==> config.mk <==
export PLATFORM = sky130hd
export DESIGN_NAME = dtws_front
export DESIGN_NICKNAME = d
export VERILOG_FILES = /design/src/sv/dtws_pkg.sv /design/src/sv/dtws_front.sv
export SDC_FILE = /design/constraint.sdc
export NUM_CORES = 1
export LEC_CHECK = 0
export BUFFER_PORTS_ARGS = -buffer_cell sky130_fd_sc_hd__buf_2
export CORE_ASPECT_RATIO = 1.75
export CORE_MARGIN = 8
export CORE_UTILIZATION = 61
export DETAILED_ROUTE_END_ITERATION = 10
export PLACE_DENSITY = 0.87
export SLEW_MARGIN = 15
export SYNTH_ARGS = -nofsm -noshare
export SYNTH_HDL_FRONTEND = slang
export SYNTH_SLANG_ARGS = --single-unit
==> constraint.sdc <==
create_clock -name i_clk -period 7.7 [get_ports i_clk]
set_input_delay 1.155 -clock i_clk [delete_from_list [all_inputs] [get_ports i_clk]]
set_output_delay 1.155 -clock i_clk [all_outputs]
set_load 0.05 [all_outputs]
==> src/sv/dtws_pkg.sv <==
`default_nettype none
package dtws_pkg;

    localparam int ANGLE_FRAC_BITS = 14;
    localparam int SPEED_FRAC_BITS = 4;
    localparam int CSTEPS          = 24;
    localparam int XW              = 34;
    localparam int ZW              = 33;
    localparam int DIV_QW          = 21;
    localparam int BASE_W          = 17;

    localparam logic [19:0] SPEED_K_Q24    = 20'd951657;
    localparam longint      HALF_PI_Q30    = 64'd1686629713;
    localparam logic [14:0] HALF_PI_ANG    = 15'(HALF_PI_Q30 >> (30 - ANGLE_FRAC_BITS));
    localparam logic [19:0] RADIUS_MAX     = 20'hFFFFF;
    localparam logic [16:0] RATIO_ONE      = 17'd65536;

    typedef enum logic [1:0] {
        CFG_CAR_LENGTH  = 2'd0,
        CFG_TRACK_WIDTH = 2'd1,
        CFG_MAX_STEER   = 2'd2
    } t_cfg_idx;

    typedef struct packed {
        logic                     vld;
        logic                     right;
        logic signed [BASE_W-1:0] base;
    } t_side;

    typedef struct packed {
        logic                     vld;
        logic                     right;
        logic signed [BASE_W-1:0] base;
        logic                     ysat;
        logic                     xz;
    } t_ctl;

    function automatic logic signed [ZW-1:0] atan_q30(input int i);
        logic signed [ZW-1:0] v;
        begin
            unique case (i)
                0:  v = 33'sd843314857;
                1:  v = 33'sd497837829;
                2:  v = 33'sd263043837;
                3:  v = 33'sd133525159;
                4:  v = 33'sd67021687;
                5:  v = 33'sd33543516;
                6:  v = 33'sd16775851;
                7:  v = 33'sd8388437;
                8:  v = 33'sd4194283;
                9:  v = 33'sd2097149;
                10: v = 33'sd1048576;
                default: v = ZW'(64'sd1 <<< (30 - i));
            endcase
            return v;
        end
    endfunction

endpackage
`default_nettype wire

==> src/sv/dtws_front.sv <==
`default_nettype none
module dtws_front (
    input  wire logic                     i_clk,
    input  wire logic                     i_rst_n,
    input  wire logic                     i_en,
    input  wire logic                     i_vld,
    input  wire logic signed [14:0]       i_a,
    input  wire logic signed [14:0]       i_b,
    input  wire logic [14:0]              i_ang,
    input  wire logic                     i_right,
    input  wire logic [14:0]              i_max_ang,
    output dtws_pkg::t_side               o_side,
    output logic signed [dtws_pkg::ZW-1:0] o_z
);
    import dtws_pkg::*;

    localparam int PW = 37;
    localparam int MW = PW + SPEED_FRAC_BITS + 1;

    logic                 r1_vld, r2_vld, r3_vld;
    logic                 r1_right, r2_right, r3_right;
    logic signed [15:0]   r1_diff;
    logic [14:0]          r1_ang;
    logic signed [PW-1:0] r2_prod;
    logic signed [ZW-1:0] r2_z, r3_z;
    logic signed [BASE_W-1:0] r3_base;

    logic [14:0]          n_ang;
    logic [PW-1:0]        mag;
    logic [MW-1:0]        rnd;
    logic [BASE_W-1:0]    bmag;
    logic signed [BASE_W-1:0] n_base;

    always_comb begin
        n_ang = i_ang;
        if (n_ang > i_max_ang) n_ang = i_max_ang;
        if (n_ang > HALF_PI_ANG) n_ang = HALF_PI_ANG;
        mag  = r2_prod[PW-1] ? PW'(-r2_prod) : PW'(r2_prod);
        rnd  = (MW'(mag) << SPEED_FRAC_BITS) + (MW'(1) << 23);
        bmag = BASE_W'(rnd >> 24);
        n_base = r2_prod[PW-1] ? -$signed(bmag) : $signed(bmag);
    end

    always_ff @(posedge i_clk) begin
        if (!i_rst_n) begin
            r1_vld <= 1'b0;
            r2_vld <= 1'b0;
            r3_vld <= 1'b0;
        end else if (i_en) begin
            r1_vld <= i_vld;
            r2_vld <= r1_vld;
            r3_vld <= r2_vld;
        end
        if (i_en) begin
            r1_diff  <= 16'(signed'({i_b[14], i_b}) - signed'({i_a[14], i_a}));
            r1_ang   <= n_ang;
            r1_right <= i_right;
            r2_prod  <= PW'(r1_diff * $signed({1'b0, SPEED_K_Q24}));
            r2_z     <= $signed(ZW'({r1_ang, (30 - ANGLE_FRAC_BITS)'(0)}));
            r2_right <= r1_right;
            r3_base  <= n_base;
            r3_z     <= r2_z;
            r3_right <= r2_right;
        end
    end

    assign o_side = '{vld: r3_vld, right: r3_right, base: r3_base};
    assign o_z    = r3_z;

endmodule
`default_nettype wire

After elaboration in Yosys (flattened, before gate mapping)
Index checks and enable logic that the tools add are counted.
- output and inout port bits: 52
- logic and storage cells: 22
- register bits after elaboration: 121
- input port bits: 65
- multiply operators: 1
- mux-type cells: 3
- add/subtract/negate cells: 4
- $lt $le $gt $ge: 2
- operator list (kind ; count):
    adder 41 x 24 -> 41 bit, second input constant ; 1
    multiplier 16 x 21 -> 37 bit, second input constant ; 1
    two-way mux 37 bit ; 1
    negator 37 bit ; 1
    two-way mux 17 bit ; 1
    negator 17 bit ; 1
    subtractor 15 x 15 -> 16 bit ; 1
    > comparator 15 bit ; 1
    > comparator 15 bit, second input constant ; 1
    two-way mux 15 bit ; 1

Longest topological paths before layout
Gate-level depths: netlist of the first run.
- depth in word-level cells: 5
- mapped depth: 22
- depth with buffers taken out: 22

Least setup slack after synthesis of the first run
OpenSTA, ideal clock, no wires.
- path type: reg2reg
- start: register r1_diff[14]
- end: register r2_prod[36] (data pin)
- required time: 7.440 ns
- stages on the path, launching flop included: 22
- setup time: 0.260 ns
- arrival time: 5.881 ns
- clock period less this slack: 6.141 ns
- path slack: 1.559 ns
- buffers on the path: 0
- cell sequence: edfxtp_1 ha_1 inv_1 fa_1 fa_1 inv_1 fa_1 inv_1 fa_1 fa_1 inv_1 ha_1 a21oi_1 nor2b_1 o21ai_0 a21oi_1 o31ai_1 a21boi_0 o41ai_1 o2111ai_1 a21oi_1 xnor2_1
- longest elaborated chain between the ends: 1
- ends and longest elaborated chain (what ; line ; RTL):
    start, declared ; dtws_front.sv:22 ; logic signed [15:0] r1_diff;
    start signal, assigned ; dtws_front.sv:55 ; r1_diff <= 16'(signed'({i_b[14], i_b}) - signed'({i_a[14], i_a}));
    multiplier 16 x 21 -> 37 bit ; dtws_front.sv:58 ; r2_prod <= PW'(r1_diff * $signed({1'b0, SPEED_K_Q24}));
    end signal, assigned ; dtws_front.sv:58 ;
    end, declared ; dtws_front.sv:24 ; logic signed [PW-1:0] r2_prod;
No other way between the ends.
A chain may end at the register's enable or synchronous reset.

Worst setup path after layout of the first run
- start: register r1_diff[15]
- end: register r2_prod[36] (data pin)
Same word-level chain as after synthesis.

==> out/metrics.cfg, run 1 <==
[timing]
slew_headroom=0.366
final.period_utilization=0.924
setup-tns-final_ps=0
timing.final.crit_period_ps=7110
slew_violations=0
final_hold_viols=0
fin_worst_skew_ps=8.08
rsz0062_at_grt=false
worst_slew_pin_slew_ps=927
clock.fmax_mhz=141
setup_viol=0

[route]
drc=0
via_per_inst=5.76
detail_route.wirelength_um=28100
count_of_vias_placed_by_the_detailed_router=8962
detail_route.iter0.violations=549
wire_per_inst_um=18.0
route.antenna.remaining_nets=0
drt_first_pass_iters=5

[critical_path]
setup.worst_path.start_class=register
worst_path_largest_cell_delay_ps=770
cp_common_cell=sky130_fd_sc_hd__fa_1
timing_worst_setup_path_type=reg2reg
critical_path.cell_chain=ha_1, inv_1, fa_1, fa_1, inv_1, fa_1, inv_1, fa_1, fa_1, inv_1, ha_1, a21oi_1, nor2b_1, o21ai_0, a21oi_1, o31ai_1, a21boi_0, o41ai_1, o2111ai_1, a21oi_1, xnor2_1
crit_family=adder cells
cp_num_buf_inv=4
worstSetupEndpointType=register
critical_path_peak_fanout=8
cp.arrival_ps=7300
timing.critical_path.from=r1_diff[15]
timing.critical_path.slowest_stage_cell=sky130_fd_sc_hd__o41ai_1
worstPathRequired_ps=7890
worst_r2r_startpoint=r1_diff[15]

[global_routing]
grt_usage=0.233
grt_pass1_vias=9763
antenna_found_initial=0
globalRoute.totalOverflow=0
largest_net_degree_at_the_start_of_global_routing=69
grt_pass1_wl_um=45800

[synthesis]
netlist_instances=1197
synth_cell_type_count=79
synth_cell_count_leaders=sky130_fd_sc_hd__inv_1, sky130_fd_sc_hd__ha_1, sky130_fd_sc_hd__edfxtp_1
synth.yosys.warnings=0
synth_flop_cell=sky130_fd_sc_hd__edfxtp_1
synth-seq-cells=121
synth_top_area_frac=0.284
synth.yosys.seq_area_share=0.289
most_used_standard_cell_by_instance_count_after_synthesis=sky130_fd_sc_hd__inv_1
async_flop_share=0
netlist.top_cell.by_area=sky130_fd_sc_hd__edfxtp_1
syn_area_mm2=0.0125
synth.area.top_cells=sky130_fd_sc_hd__edfxtp_1, sky130_fd_sc_hd__ha_1, sky130_fd_sc_hd__fa_1
synth-edff-count=118
synth.avg_cell_area_um2=10.4

[hold_path]
hold_path_startpoint=r2_z[22]
hold_path.class=reg2reg

[clock_network]
tritoncts_num_sinks=121
cts_repair_resize_count=0
cts_buffer_depth=2
path_clk_slew_ps=60
cts-root-buf=sky130_fd_sc_hd__clkbuf_16
cts_made_buffers=17
hold_buf_count_cts=0
cts_setup_buffers=0
cts.htree.levels=4
worstSkewPairLatency_ps=440
tritoncts=yes

[layout]
drive_above_1_share=0.125
antenna-diode-count=0
final_standard_cell_area_without_fillers_mm2=0.0137
area_delta_synth_final_pct=10.0
nets=1649

[place]
placed_area_mm2=0.0132
place.gp.congestion=0.987
port-buffer-count=98
place.detailed.hpwl_um=22700

[floorplanning]
num_io_pins=117
core-area_mm2=0.0202
core.rowCount=69
initial_core_util=0.618
dieHeight_um=205
floorplan.die_area_mm2=0.0255
die_w_um=124

[status]
status=completed

[run]
max_capacitance_violation_count=0

[cells in the final DEF, fill, tap and decap left out, types with 4 or more instances in the layout]
| cell | synthesis | final |
|---|---|---|
| sky130_fd_sc_hd__ha_1 | 191 | 191 |
| sky130_fd_sc_hd__xor2_1 | 20 | 20 |
| sky130_fd_sc_hd__a21o_1 | 20 | 20 |
| sky130_fd_sc_hd__buf_2 | 2 | 97 |
| sky130_fd_sc_hd__nand2b_1 | 8 | 8 |
| sky130_fd_sc_hd__conb_1 | 1 | 18 |
| sky130_fd_sc_hd__o21a_1 | 8 | 8 |
| sky130_fd_sc_hd__and3_1 | 9 | 9 |
| sky130_fd_sc_hd__nand3_1 | 23 | 23 |
| sky130_fd_sc_hd__nor4_1 | 8 | 8 |
| sky130_fd_sc_hd__mux2i_1 | 20 | 19 |
| sky130_fd_sc_hd__nor2b_1 | 17 | 17 |
| sky130_fd_sc_hd__nor2_1 | 46 | 46 |
| sky130_fd_sc_hd__a211o_1 | 6 | 6 |
| sky130_fd_sc_hd__and2_1 | 7 | 7 |
| sky130_fd_sc_hd__nand4_1 | 12 | 12 |
| sky130_fd_sc_hd__o31ai_1 | 4 | 4 |
| sky130_fd_sc_hd__a21oi_1 | 50 | 50 |
| sky130_fd_sc_hd__o211ai_1 | 5 | 5 |
| sky130_fd_sc_hd__o21ai_0 | 30 | 30 |
| sky130_fd_sc_hd__clkbuf_16 | 0 | 17 |
| sky130_fd_sc_hd__nand2_1 | 51 | 51 |
| sky130_fd_sc_hd__inv_1 | 230 | 230 |
| sky130_fd_sc_hd__or3_1 | 14 | 14 |
| sky130_fd_sc_hd__nor3_1 | 14 | 14 |
| sky130_fd_sc_hd__edfxtp_1 | 118 | 118 |
| sky130_fd_sc_hd__a31oi_1 | 11 | 11 |
| sky130_fd_sc_hd__xnor2_1 | 48 | 48 |
| sky130_fd_sc_hd__mux2_2 | 4 | 4 |
| sky130_fd_sc_hd__fa_1 | 97 | 97 |
| sky130_fd_sc_hd__a21boi_0 | 5 | 5 |
| sky130_fd_sc_hd__or2_2 | 8 | 8 |
| sky130_fd_sc_hd__o21bai_1 | 5 | 5 |
| sky130_fd_sc_hd__o41ai_1 | 6 | 6 |
| sky130_fd_sc_hd__buf_4 | 21 | 5 |
| sky130_fd_sc_hd__clkinv_4 | 0 | 4 |
| sky130_fd_sc_hd__inv_6 | 0 | 5 |
[through the flow]
stage | setup slack (ps) | instances | utilization | hold WS [ps]
final | 586 | 1557 | 0.680 | 418
after global routing | 145 | 1557 | 0.680 | 423
after CTS | 620 | 1557 | 0.680 | 419
after detailed placement | 628 | 1525 | 0.651 | 405
after global placement | 819 | 1525 | 0.651 | 401
after floorplan | 1560 | 1214 | - | 400
[cells by family (layout without fill, tap and decap cells)]
kind of cell / Yosys count / after routing / share of synthesized area
xor+xnor: 68 / 68 / 0.0477
flops: 121 / 121 / 0.289
other cells: 1 / 18 / 0.000300
mux: 24 / 24 / 0.0196
simple gates: 238 / 238 / 0.102
fa+ha+maj: 288 / 288 / 0.347
buf+inv: 269 / 364 / 0.0874
compound gates: 188 / 188 / 0.107
[registers in the layout, summed over array words and instances (netlist names)]
| name | cells |
|---|---|
| o_z | 15 |
| r1_ang | 15 |
| r1_diff | 16 |
| r1_right | 1 |
| r1_vld | 1 |
| r2_prod | 37 |
| r2_right | 1 |
| r2_vld | 1 |
| r2_z | 15 |
| r3_base | 17 |
| r3_right | 1 |
| r3_vld | 1 |
[layer usage]
layer,GRT usage,share of wire,vias to the layer above,routed length (um)
li1,-,-,4280,-
met1,0.211,0.34,4302,9420
met2,0.446,0.56,285,15700
met3,0.0423,0.043,95,1200
met4,0.155,0.064,0,1790
met5,0,0,-,0
[final timing paths]
check                 to  slack [ps]  depth (start not counted)
max          r2_prod[36]         590                         21
min reg2reg      o_z[22]         420                          0
min              o_z[22]         420                          0
max reg2reg  r2_prod[36]         590                         21
[layout make-up]
cell class,instances,area [um2]
Multi-Input combinational cell,824,7860
Fill cell,1501,6470
Inverter,230,863
Timing Repair Buffer,102,523
Sequential cell,121,3600
Clock inverter,15,155
Tap cell,248,310
Clock buffer,17,425
[worst reg2reg max path: cells and delay by family, from the launching register on]
kind / cells / cell delay, ps
adders and majority gates: 7 / 3560
AOI/OAI and AO/OA: 8 / 2350
DFF: 1 / 540
buffers and inverters: 4 / 270
xor gates and xnor gates: 1 / 90
and+or+nand+nor: 1 / 50
Power of run 1 is left out: the tool's default activity adds up to more than one toggle a clock period on the data nets, which glitch-free logic cannot reach.
==> run 2, diff against run 1 <==
--- a/config.mk
+++ b/config.mk
@@ -10,8 +10,8 @@
 export CORE_MARGIN = 8
 export CORE_UTILIZATION = 61
 export DETAILED_ROUTE_END_ITERATION = 10
+export MAX_ROUTING_LAYER = met4
 export PLACE_DENSITY = 0.87
-export SLEW_MARGIN = 15
 export SYNTH_ARGS = -nofsm -noshare
 export SYNTH_HDL_FRONTEND = slang
 export SYNTH_SLANG_ARGS = --single-unit
==> run 2 against run 1 <==
Compared with the run above:
- sequential share of layout area barely moved
- die area unchanged
- global-route usage is 0.20 points higher
- setup slack improved by 38 ps
- via count grew 0.22%
- clock-buffer cell count is 1 higher
==> out/metrics.cfg, run 2 (synthesis results as in run 1) <==
[status]
status=completed

[timing]
worst_slew_pin_slew_ps=1080  ; +155 ps
slew_headroom=0.258  ; -0.108
setup_viol=0  ; unchanged
timing.final.crit_period_ps=7080  ; -38.4 ps
final_hold_viols=0  ; unchanged
rsz0062_at_grt=false
setup-tns-final_ps=0  ; unchanged
post-route-worst-setup-slack_ps=624  ; +38.4 ps
clock.fmax_mhz=141  ; +0.54%
final.period_utilization=0.919  ; -0.00498
slew_violations=0  ; unchanged
fin_worst_skew_ps=9.07  ; +0.989 ps

[clock_network]
cts_setup_buffers=0  ; unchanged
tritoncts=yes
cts_repair_resize_count=0  ; unchanged
cts_made_buffers=17  ; unchanged
path_clk_slew_ps=60  ; about the same
cts_buffer_depth=2  ; unchanged
cts.htree.levels=4  ; unchanged
hold_buf_count_cts=0  ; unchanged
tritoncts_num_sinks=121  ; unchanged
worstSkewPairLatency_ps=440  ; about the same
cts-root-buf=sky130_fd_sc_hd__clkbuf_16

[floorplanning]
dieHeight_um=205  ; unchanged
core-area_mm2=0.0202  ; unchanged
floorplan.die_area_mm2=0.0255  ; unchanged
num_io_pins=117  ; unchanged
core.rowCount=69  ; unchanged
initial_core_util=0.618  ; unchanged
die_w_um=124  ; unchanged

[layout]
area_delta_synth_final_pct=10.1  ; about the same
fill_cells=1523  ; +1.5%
largest_reg_flops=37  ; unchanged
nets=1648  ; -0.061%
seqCellArea_mm2=0.00360  ; unchanged
antenna-diode-count=0  ; unchanged
layout.cells.most_common=sky130_fd_sc_hd__inv_1
combined_area_of_the_multi_input_logic_cells_mm2=0.00785  ; about the same
final_cell_mix=sky130_fd_sc_hd__inv_1, sky130_fd_sc_hd__ha_1, sky130_fd_sc_hd__edfxtp_1
most_flop_heavy_register=r2_prod
drive_above_1_share=0.122  ; -0.00220
largest_registers=r2_prod x37, r3_base x17, r1_diff x16

[critical_path]
setup.worst_path.start_class=register
cp_common_cell=sky130_fd_sc_hd__fa_1
worst_path_largest_cell_delay_ps=750  ; -20 ps
timing.critical_path.slowest_stage_cell=sky130_fd_sc_hd__o41ai_1
worstPathRequired_ps=7890  ; about the same
timing_worst_setup_path_type=reg2reg
crit_family=adder cells
critical_path.cell_chain=ha_1, inv_1, fa_1, fa_1, inv_1, fa_1, inv_1, fa_1, fa_1, inv_1, ha_1, a21oi_1, nor2b_1, o21ai_0, a21oi_1, o31ai_1, a21boi_0, o41ai_1, o2111ai_1, a21oi_1, xnor2_1
worstSetupEndpointType=register
cp_num_buf_inv=4  ; unchanged
cp.arrival_ps=7260  ; -40 ps
critical_path_peak_fanout=8  ; unchanged

[route]
drt_first_pass_iters=5  ; unchanged
detail_route.wirelength_um=27700  ; -1.3%
count_of_vias_placed_by_the_detailed_router=8982  ; +0.22%
detail_route.iter0.violations=520  ; -5.3%
via_per_inst=5.77  ; +0.29%
drc=0  ; unchanged
wire_per_inst_um=17.8  ; -1.2%
route.antenna.remaining_nets=0  ; unchanged

[global_routing]
grt_pass1_wl_um=44800  ; -2.3%
globalRoute.totalOverflow=0  ; unchanged
grt_usage=0.235  ; +0.00197
grt_pass1_vias=9583  ; -1.8%
antenna_found_initial=0  ; unchanged
largest_net_degree_at_the_start_of_global_routing=70  ; +1.4%

[place]
place_ws_ps=668  ; +39.8 ps
place.detailed.hpwl_um=22800  ; +0.36%
port-buffer-count=98  ; unchanged
place.gp.congestion=0.999  ; +1.2%

[hold_path]
hold_path.class=reg2reg

[run]
max_capacitance_violation_count=0  ; unchanged

## run 2: per-layer routing
metal  vias to the layer above  track usage  wire length [um]
li1                       4277            -                 -
met1                      4356        0.213              9470
met2                       255        0.439             15600
met3                        94       0.0341               942
met4                         0        0.149              1730
met5                         -            -                 0
## run 2: path summary, 6_finish.rpt
path                             startpoint           to  slack [ps]  cells after the start
worst min-delay path               r2_z[23]      o_z[23]         420                      0
worst min register to register     r2_z[23]      o_z[23]         420                      0
worst max register to register  r1_diff[15]  r2_prod[36]         620                     21
worst max-delay path            r1_diff[15]  r2_prod[36]         620                     21
## run 2: through the flow
step | hold slack, ps | utilization | cells | cell area, um2
floorplan | 400 | - | 1214 | 12500
global placement | 401 | 0.651 | 1524 | 13100
detailed placement | 405 | 0.651 | 1524 | 13100
CTS | 418 | 0.680 | 1556 | 13700
global route | 423 | 0.680 | 1556 | 13700
finish | 417 | 0.680 | 1556 | 13700
## run 2: layout make-up
| cell class | count | share of cell area |
|---|---|---|
| clock inverter | 14 | 0.0119 |
| inverter | 230 | 0.0628 |
| sequential | 121 | 0.262 |
| tap | 248 | 0.0226 |
| multi-input combinational | 824 | 0.572 |
| clock buffer | 18 | 0.0312 |
| timing repair buffer | 101 | 0.0375 |
## run 2: worst register-to-register path: cells and delay by family (launching register included)
kind,cells,cell delay [ps]
xor+xnor,1,90
buf+inv,4,270
compound gates,8,2380
flops,1,540
fa+ha+maj,7,3500
simple gates,1,50
Power of run 2 is left out for the same reason.
==> run 3, diff against run 2 <==
--- a/config.mk
+++ b/config.mk
@@ -10,7 +10,6 @@
 export CORE_MARGIN = 8
 export CORE_UTILIZATION = 61
 export DETAILED_ROUTE_END_ITERATION = 10
-export MAX_ROUTING_LAYER = met4
 export PLACE_DENSITY = 0.87
 export SYNTH_ARGS = -nofsm -noshare
 export SYNTH_HDL_FRONTEND = slang
==> run 3 against run 2 <==
Compared with the run above:
- utilization is essentially flat
- die area is the same
- critical path depth unchanged
- via count is 0.18% lower
- sequential share of layout area is essentially flat
- clock skew down 1.1 ps
- clock-buffer cell count fell by 1
- largest cell class unchanged
==> out/metrics.cfg, run 3 (synthesis results as in run 1) <==
[timing]
rsz0062_at_grt=false
timing.final.crit_period_ps=7120  ; +39.2 ps
clock.fmax_mhz=141  ; -0.55%
setup_viol=0  ; unchanged
slew_violations=0  ; unchanged
setup-tns-final_ps=0  ; unchanged
final.period_utilization=0.924  ; +0.00509
final_hold_viols=0  ; unchanged
worst_slew_pin_slew_ps=1140  ; +59.7 ps
slew_headroom=0.217  ; -0.0409
fin_worst_skew_ps=7.96  ; -1.11 ps

[clock_network]
cts_repair_resize_count=0  ; unchanged
path_clk_slew_ps=60  ; about the same
worstSkewPairLatency_ps=440  ; about the same
tritoncts=yes
cts_made_buffers=17  ; unchanged
cts.htree.levels=4  ; unchanged
cts_buffer_depth=2  ; unchanged
cts-root-buf=sky130_fd_sc_hd__clkbuf_16
tritoncts_num_sinks=121  ; unchanged
cts_setup_buffers=0  ; unchanged
hold_buf_count_cts=0  ; unchanged

[route]
route.antenna.remaining_nets=0  ; unchanged
count_of_vias_placed_by_the_detailed_router=8966  ; -0.18%
detail_route.iter0.violations=550  ; +5.8%
wire_per_inst_um=18.0  ; +0.84%
detail_route.wirelength_um=28000  ; +0.90%
drt_first_pass_iters=5  ; unchanged
drc=0  ; unchanged
via_per_inst=5.76  ; -0.24%

[global_routing]
antenna_found_initial=0  ; unchanged
grt_usage=0.233  ; -0.00197
grt_pass1_vias=9763  ; +1.9%
globalRoute.totalOverflow=0  ; unchanged
grt_pass1_wl_um=45800  ; +2.3%
largest_net_degree_at_the_start_of_global_routing=69  ; -1.4%

[floorplanning]
num_io_pins=117  ; unchanged
initial_core_util=0.618  ; unchanged
floorplan.die_area_mm2=0.0255  ; unchanged
core.rowCount=69  ; unchanged
die_w_um=124  ; unchanged
dieHeight_um=205  ; unchanged
core-area_mm2=0.0202  ; unchanged

[critical_path]
cp.arrival_ps=7300  ; +40 ps
critical_path_peak_fanout=8  ; unchanged
timing_worst_setup_path_type=reg2reg
worstSetupEndpointType=register
regToRegSetupSlack_ps=580  ; -40 ps
worstPathRequired_ps=7890  ; about the same
setup.worst_path.start_class=register

[layout]
final_cell_mix=sky130_fd_sc_hd__inv_1, sky130_fd_sc_hd__ha_1, sky130_fd_sc_hd__edfxtp_1
nets=1649  ; +0.061%
seqCellArea_mm2=0.00360  ; unchanged
antenna-diode-count=0  ; unchanged
largest_registers=r2_prod x37, r3_base x17, r1_diff x16
area_delta_synth_final_pct=10.0  ; about the same
drive_above_1_share=0.124  ; +0.00143
largest_reg_flops=37  ; unchanged
combined_area_of_the_multi_input_logic_cells_mm2=0.00785  ; unchanged
most_flop_heavy_register=r2_prod
fill_cells=1500  ; -1.5%
layout.cells.most_common=sky130_fd_sc_hd__inv_1

[status]
status=completed

[place]
port-buffer-count=98  ; unchanged
place.gp.congestion=0.987  ; -1.2%
place.detailed.hpwl_um=22700  ; -0.36%

[run]
max_capacitance_violation_count=0  ; unchanged

[hold_path]
hold_path.class=reg2reg

-- run 3: path summary, 6_finish.rpt --
kind / from / to / cells past startpoint
hold / removal: r2_z[22] / o_z[22] / 0
setup / recovery: r1_diff[15] / r2_prod[36] / 21
setup reg to reg: r1_diff[15] / r2_prod[36] / 21
hold reg to reg: r2_z[22] / o_z[22] / 0
-- run 3: final cells by class --
type                            instances  area share
Sequential cell                       121       0.262
Inverter                              230      0.0629
Clock buffer                           17      0.0310
Tap cell                              248      0.0226
Clock inverter                         15      0.0113
Multi-Input combinational cell        824       0.572
Timing Repair Buffer                  102      0.0381
-- run 3: per-stage QoR --
step           hold WS, ps  setup WS [ps]   util  instances  area [um2]
4_1_cts                419            620  0.680       1557       13700
5_1_grt                423            145  0.680       1557       13700
6_report               419            585  0.680       1557       13700
3_3_place_gp           401            819  0.651       1525       13200
2_1_floorplan          400           1560      -       1214       12500
3_5_place_dp           405            628  0.651       1525       13200
-- run 3: metal layers --
layer,vias to the layer above,GRT usage,wire length (um)
met5,-,0,0
met1,4319,0.211,9390
met3,94,0.0423,1210
met4,0,0.155,1790
li1,4280,-,-
met2,273,0.446,15600
-- run 3: critical path, stage by stage, from the launching register on --
cell	delay [ps]
sky130_fd_sc_hd__edfxtp_1	540
sky130_fd_sc_hd__ha_1	460
sky130_fd_sc_hd__inv_1	90
sky130_fd_sc_hd__fa_1	540
sky130_fd_sc_hd__fa_1	590
sky130_fd_sc_hd__inv_1	70
sky130_fd_sc_hd__fa_1	530
sky130_fd_sc_hd__inv_1	50
sky130_fd_sc_hd__fa_1	510
sky130_fd_sc_hd__fa_1	560
sky130_fd_sc_hd__inv_1	50
sky130_fd_sc_hd__ha_1	370
sky130_fd_sc_hd__a21oi_1	150
sky130_fd_sc_hd__nor2b_1	50
sky130_fd_sc_hd__o21ai_0	200
sky130_fd_sc_hd__a21oi_1	130
sky130_fd_sc_hd__o31ai_1	440
sky130_fd_sc_hd__a21boi_0	240
sky130_fd_sc_hd__o41ai_1	770
sky130_fd_sc_hd__o2111ai_1	210
sky130_fd_sc_hd__a21oi_1	210
sky130_fd_sc_hd__xnor2_1	90
Power of run 3 is left out for the same reason.
